File: src/rtl/tcw_pkg.sv
// shared types and constants of the text console character writer
`timescale 1ns / 1ps
package tcw_pkg;

	// field widths of the item and result beats
	localparam int OP_W   = 1;
	localparam int CHAR_W = 8;
	localparam int COL_FW = 7;
	localparam int ROW_FW = 5;

	// opcodes
	localparam logic [OP_W-1:0] OP_PUT  = 1'b0;
	localparam logic [OP_W-1:0] OP_READ = 1'b1;

	// character codes
	localparam logic [CHAR_W-1:0] CODE_LF      = 8'h0A;
	localparam logic [CHAR_W-1:0] CODE_CR      = 8'h0D;
	localparam logic [CHAR_W-1:0] LAST_CONTROL = 8'd31;
	localparam logic [CHAR_W-1:0] BLANK        = 8'h20;

	// command classes handed from front to back
	typedef enum logic [2:0] {
		CMD_PUT  = 3'd0,
		CMD_LF   = 3'd1,
		CMD_CR   = 3'd2,
		CMD_READ = 3'd3,
		CMD_NOP  = 3'd4
	} cmd_kind_t;

	typedef struct packed {
		cmd_kind_t         kind;
		logic [CHAR_W-1:0] char_code;
		logic [COL_FW-1:0] col;
		logic [ROW_FW-1:0] row;
	} cmd_t;

endpackage

File: src/rtl/tcw_front.sv
// front end: classifies incoming beats and queues them for the back end
`timescale 1ns / 1ps
module tcw_front #(
	parameter int COLUMNS = 80,
	parameter int ROWS    = 25
) (
	input  logic                        clk,
	input  logic                        arst_n,
	input  logic                        in_valid,
	output logic                        in_ready,
	input  logic [tcw_pkg::OP_W-1:0]    opcode,
	input  logic [tcw_pkg::CHAR_W-1:0]  char_code,
	input  logic [tcw_pkg::COL_FW-1:0]  read_col,
	input  logic [tcw_pkg::ROW_FW-1:0]  read_row,
	output logic                        cmd_valid,
	input  logic                        cmd_ready,
	output tcw_pkg::cmd_t               cmd
);
	import tcw_pkg::*;

	localparam int QDEPTH = 2;
	localparam int PTR_W  = $clog2(QDEPTH);
	localparam int CNT_W  = $clog2(QDEPTH + 1);

	cmd_t             in_cmd;
	cmd_t             queue_q [QDEPTH];
	logic [PTR_W-1:0] wr_ptr_q;
	logic [PTR_W-1:0] rd_ptr_q;
	logic [CNT_W-1:0] count_q;
	logic             push;
	logic             pop;

	// classify the beat
	always_comb begin
		in_cmd.char_code = char_code;
		in_cmd.col       = read_col;
		in_cmd.row       = read_row;
		if (opcode == OP_READ) begin
			if (read_col < COL_FW'(COLUMNS) && read_row < ROW_FW'(ROWS)) begin
				in_cmd.kind = CMD_READ;
			end else begin
				in_cmd.kind = CMD_NOP;
			end
		end else if (char_code > LAST_CONTROL) begin
			in_cmd.kind = CMD_PUT;
		end else if (char_code == CODE_LF) begin
			in_cmd.kind = CMD_LF;
		end else if (char_code == CODE_CR) begin
			in_cmd.kind = CMD_CR;
		end else begin
			in_cmd.kind = CMD_NOP;
		end
	end

	assign in_ready  = (count_q != CNT_W'(QDEPTH));
	assign cmd_valid = (count_q != '0);
	assign cmd       = queue_q[rd_ptr_q];
	assign push      = in_valid && in_ready;
	assign pop       = cmd_valid && cmd_ready;

	always_ff @(posedge clk) begin
		if (push) begin
			queue_q[wr_ptr_q] <= in_cmd;
		end
	end

	always_ff @(posedge clk or negedge arst_n) begin
		if (!arst_n) begin
			wr_ptr_q <= '0;
			rd_ptr_q <= '0;
			count_q  <= '0;
		end else begin
			if (push) begin
				wr_ptr_q <= wr_ptr_q + PTR_W'(1);
			end
			if (pop) begin
				rd_ptr_q <= rd_ptr_q + PTR_W'(1);
			end
			case ({push, pop})
				2'b10:   count_q <= count_q + CNT_W'(1);
				2'b01:   count_q <= count_q - CNT_W'(1);
				default: count_q <= count_q;
			endcase
		end
	end

endmodule

File: config.mk
export PLATFORM = sky130hd
export DESIGN_NAME = tcw_front
export DESIGN_NICKNAME = d
export VERILOG_FILES = /design/src/rtl/tcw_pkg.sv /design/src/rtl/tcw_front.sv
export SDC_FILE = /design/constraint.sdc
export NUM_CORES = 1
export LEC_CHECK = 0
export CAP_MARGIN = 10
export CELL_PAD_IN_SITES_DETAIL_PLACEMENT = 0
export CELL_PAD_IN_SITES_GLOBAL_PLACEMENT = 1
export CORE_UTILIZATION = 55
export DETAILED_ROUTE_END_ITERATION = 12
export DONT_BUFFER_PORTS = 1
export PLACE_DENSITY_LB_ADDON = 0.05
export SLEW_MARGIN = 20
export SYNTH_ARGS = -nofsm -noshare
export SYNTH_HDL_FRONTEND = slang
export SYNTH_SLANG_ARGS = --single-unit
File: constraint.sdc
create_clock -name clk -period 4.55 [get_ports clk]
set_clock_uncertainty 0.05 [all_clocks]
set_input_delay 0.91 -clock clk [delete_from_list [all_inputs] [get_ports clk]]
set_output_delay 0.91 -clock clk [all_outputs]
set_load 0.02 [all_outputs]
After elaboration in Yosys (flattened, before gate mapping). Memory sizes are Yosys's and may differ from the RTL's. Cells that the tools add are included.

Memory bits (writable): 46. Memories kept: 1. Bits in latches: 0. Word-level logic and storage cells: 29. Input port bits: 25. Register bits: 4. Memory bits (read-only): 0. Output and inout bits: 25.

Memories: queue_q (words 2, bits a word 23, read ports 1, clocked after memory_dff 0, wr ports 1, line tcw_front.sv:26) `cmd_t queue_q [QDEPTH];`.

$add $sub $neg: 4. Reductions and logical operators: 5. $mul: 0. Div/mod/pow operators: 0. Bitwise operators: 0. Shift operators: 0. Magnitude comparators: 3. Multiplexer cells: 8. Equality and inequality tests: 5.

Operators by type and width (count): $eq A8 B4 Y1 const B (2); $mux W3 (5); $gt A8 B5 Y1 const B (1); $lt A7 B7 Y1 const B (1); $lt A5 B5 Y1 const B (1); $pmux W2 S2 (1); $reduce_bool A2 Y1 (2); $logic_and A1 B1 Y1 (3); $add A1 B1 Y1 const B (2); $add A2 B1 Y2 const B (1); $eq A2 B1 Y1 const B (1); $eq A2 B2 Y1 const B (1); $mux W1 (2); $ne A2 B2 Y1 const B (1); $sub A2 B1 Y2 const B (1).

Longest topological paths before layout.
Depth in word-level cells: 5. Gate-level depth with buffers: 6. Depth with buffers taken out: 6.

Worst setup path before layout. No wires, ideal clock.

Path kind: input -> register. From: in in_valid. To: mem queue_q[0][0] (netlist name), enable pin. Data arrival time: 1995 ps. Path slack: 2102 ps. Path buffers: 0. Cell stages on the path: 2. Required time: 4097 ps. Library setup time: 403 ps. Cell sequence: nand2_1 nor2_1.

Cells in the longest elaborated chain, start to end: 3.

RTL lines: start, declared (line tcw_front.sv:9) `input logic in_valid,`; $logic_and A1 B1 Y1 (line tcw_front.sv:58) `assign push = in_valid && in_ready;`; $mux W1 (line tcw_front.sv:62) `if (push) begin`; $mux W1 (not written as such) (line tcw_front.sv:63) `queue_q[wr_ptr_q] <= in_cmd;`; end, declared (line tcw_front.sv:26).

Every way passes these cells.

==> results_dict.tcl <==
set metrics [dict create \
    outcome "finished, final reports clean" \
    ys_ff_latch 50 \
    hold_path_class "in2async" \
    clkTransAtPathRegs_ps 120 \
    clk_latency_ps 340 \
    ys_async_sr_fraction_pct 8.00 \
    drv_slew 0 \
    hold_viol_final 0 \
    timing.hold.ws_ps 193 \
    placement_rows 21 \
    drcViolationCount 0 \
    nNetsFinal 131 \
    synth_edf_count 46 \
    power.leakage_uw 0.000661 \
    finalCriticalPeriod_ps 2830 \
    worstPathRequired_ps 3590 \
    postCtsSetupRepairBufs 0 \
    tns_ps 0 \
    grt_pass1_wl_um 3880 \
    reg2reg_to "queue_q[1][14]" \
    cp_slowest_stage_delay_ps 1040 \
    critPathArrivalTime_ps 1870 \
    synthFlopType "edfxtp_1" \
    gp_congestion 0.672 \
    die_height_um 61.4 \
    critPathMaxFanout 24 \
    worstSetupPathType "reg2out" \
    syn_to_final_growth_pct 4.38 \
    setup_viol 0 \
    final_cell_mix "46 x edfxtp_1, 23 x mux2_2, 5 x clkbuf_4" \
    die_w_um 61.4 \
    io_buffer_count 0 \
    dieArea_um2 3770 \
    power.total_uw 1280 \
    yosysWarnings 0 \
    crit-reg2reg-launch "count_q[0]" \
    antenna_found_initial 0 \
    initial_core_util_pct 57.8 \
    num_antenna_cells 0 \
    tightest_slew_ps 1070 \
    seq_area_frac_synth_pct 76.2 \
    vias 856 \
    critical-path-top-delay-family "flip-flops" \
    rsz0062_at_grt "false" \
    min_period_over_period_pct 62.3 \
    yosys.cell_types.count 21 \
    postCtsHoldBufs 0 \
    reg2reg_depth 2 \
    layout_commonest_cell "edfxtp_1" \
    cts_tree "yes" \
    worstPathCellList "mux2_2" \
    start_kind "flip-flop" \
    wire_per_inst_um 17.7 \
    multi_input_comb_area_um2 442 \
    drt_iter0_drc 49 \
    path_buf_inv 0 \
    clockBufferDepth 2 \
    antenna_left 0 \
    syn-cell-area_um2 1940 \
    vdd_drop_max_mv 0.296 \
    netlist_instances 101 \
    reg2reg_slack_ps 2500 \
    cts_inserted_buffers 5 \
    cts_resized 0 \
    cts_root_buffer "clkbuf_4" \
    grt_pass1_vias 832 \
    cp-end-kind "output pin" \
    relSlewSlack_pct 28.9 \
    clock-sinks 50 \
    drive_gt1_share_pct 31.4 \
    drt-pass1-iter-count 4 \
    fillCellCount 284 \
    via_per_inst 5.67 \
    drv_cap 0 \
    ioPinCount 50 \
    grt_usage_pct 15.3 \
    critPathSlowestCell "dfrtp_1" \
    cts_max_level 2 \
    p_per_area_nw_per_um2 631 \
    grt_max_degree 25 \
    routed_wl_um 2680 \
    regArea_um2 1480 \
    fmaxAchievable_ghz 0.353 \
    syn_nets 127 \
    avgSynthCellArea_um2 19.2 \
    gr-total-overflow 0 \
    fp.coreArea_um2 3360 \
]
-- final cells by class --
type | instances | share of cell area [%]
Multi-Input combinational cell | 48 | 21.8
Sequential cell | 50 | 73.0
Clock inverter | 2 | 0.494
Tap cell | 46 | 2.84
Clock buffer | 5 | 1.85
-- cell usage after synthesis (all sizes together), types with 2 or more instances --
cell type | instances | area (um2)
buf | 3 | 27.5
dfrtp | 4 | 100
edfxtp | 46 | 1380
mux2 | 23 | 259
nand2b | 2 | 12.5
nand3 | 2 | 10.0
nor2 | 3 | 11.3
o21ai | 3 | 15.0
xnor2 | 3 | 26.3
xor2 | 2 | 17.5
-- registers in the layout (all words and copies together) (netlist names) --
signal,count
count_q,2
wr_ptr_q,1
rd_ptr_q,1
queue_q,46
-- per-stage QoR --
stage	instances	util [%]	instance area (um2)	setup slack, ps
after floorplan	101	-	1940	2100
after global placement	144	58.7	1980	2100
after detailed placement	144	58.7	1980	2080
after CTS	151	60.2	2020	1670
after global routing	151	60.3	2030	1580
final	151	60.3	2030	1720
-- layer usage --
layer | track usage [%] | vias to the layer above | share of wire (%)
li1 | - | 397 | -
met4 | 6.03 | 0 | 0.78
met3 | 7.56 | 2 | 8.6
met1 | 16.5 | 415 | 39
met2 | 26.1 | 42 | 52
met5 | 0 | - | 0
-- worst max-delay path by stage --
stage	depth (start not counted)	from	to	slack, ps
2_1_floorplan	2	in_valid	queue_q[0][0]	2100
3_3_place_gp	1	rd_ptr_q	cmd[15]	2100
3_5_place_dp	1	rd_ptr_q	cmd[15]	2080
4_1_cts	1	rd_ptr_q	cmd[15]	1670
5_1_grt	1	rd_ptr_q	cmd[22]	1580
6_report	1	rd_ptr_q	cmd[20]	1720
-- power by group --
group | total, uW | internal [uW] | switching (uW)
Sequential | 708 | 634 | 74.5
Combinational | 393 | 144 | 248
Clock | 179 | 55.8 | 123
-- kinds of logic (layout without fill, tap and decap cells) --
family / Yosys count / after routing / share of synthesized area, %
AO/OA/AOI/OAI: 4 / 4 / 1.22
flip-flops: 50 / 50 / 76.2
buffers and inverters: 3 / 7 / 1.42
AND/OR/NAND/NOR: 15 / 15 / 4.89
XOR/XNOR: 5 / 5 / 2.25
multiplexers: 23 / 23 / 13.3
adder cells (fa/ha/maj): 1 / 1 / 0.644
Power figures use the tool's default switching activity.
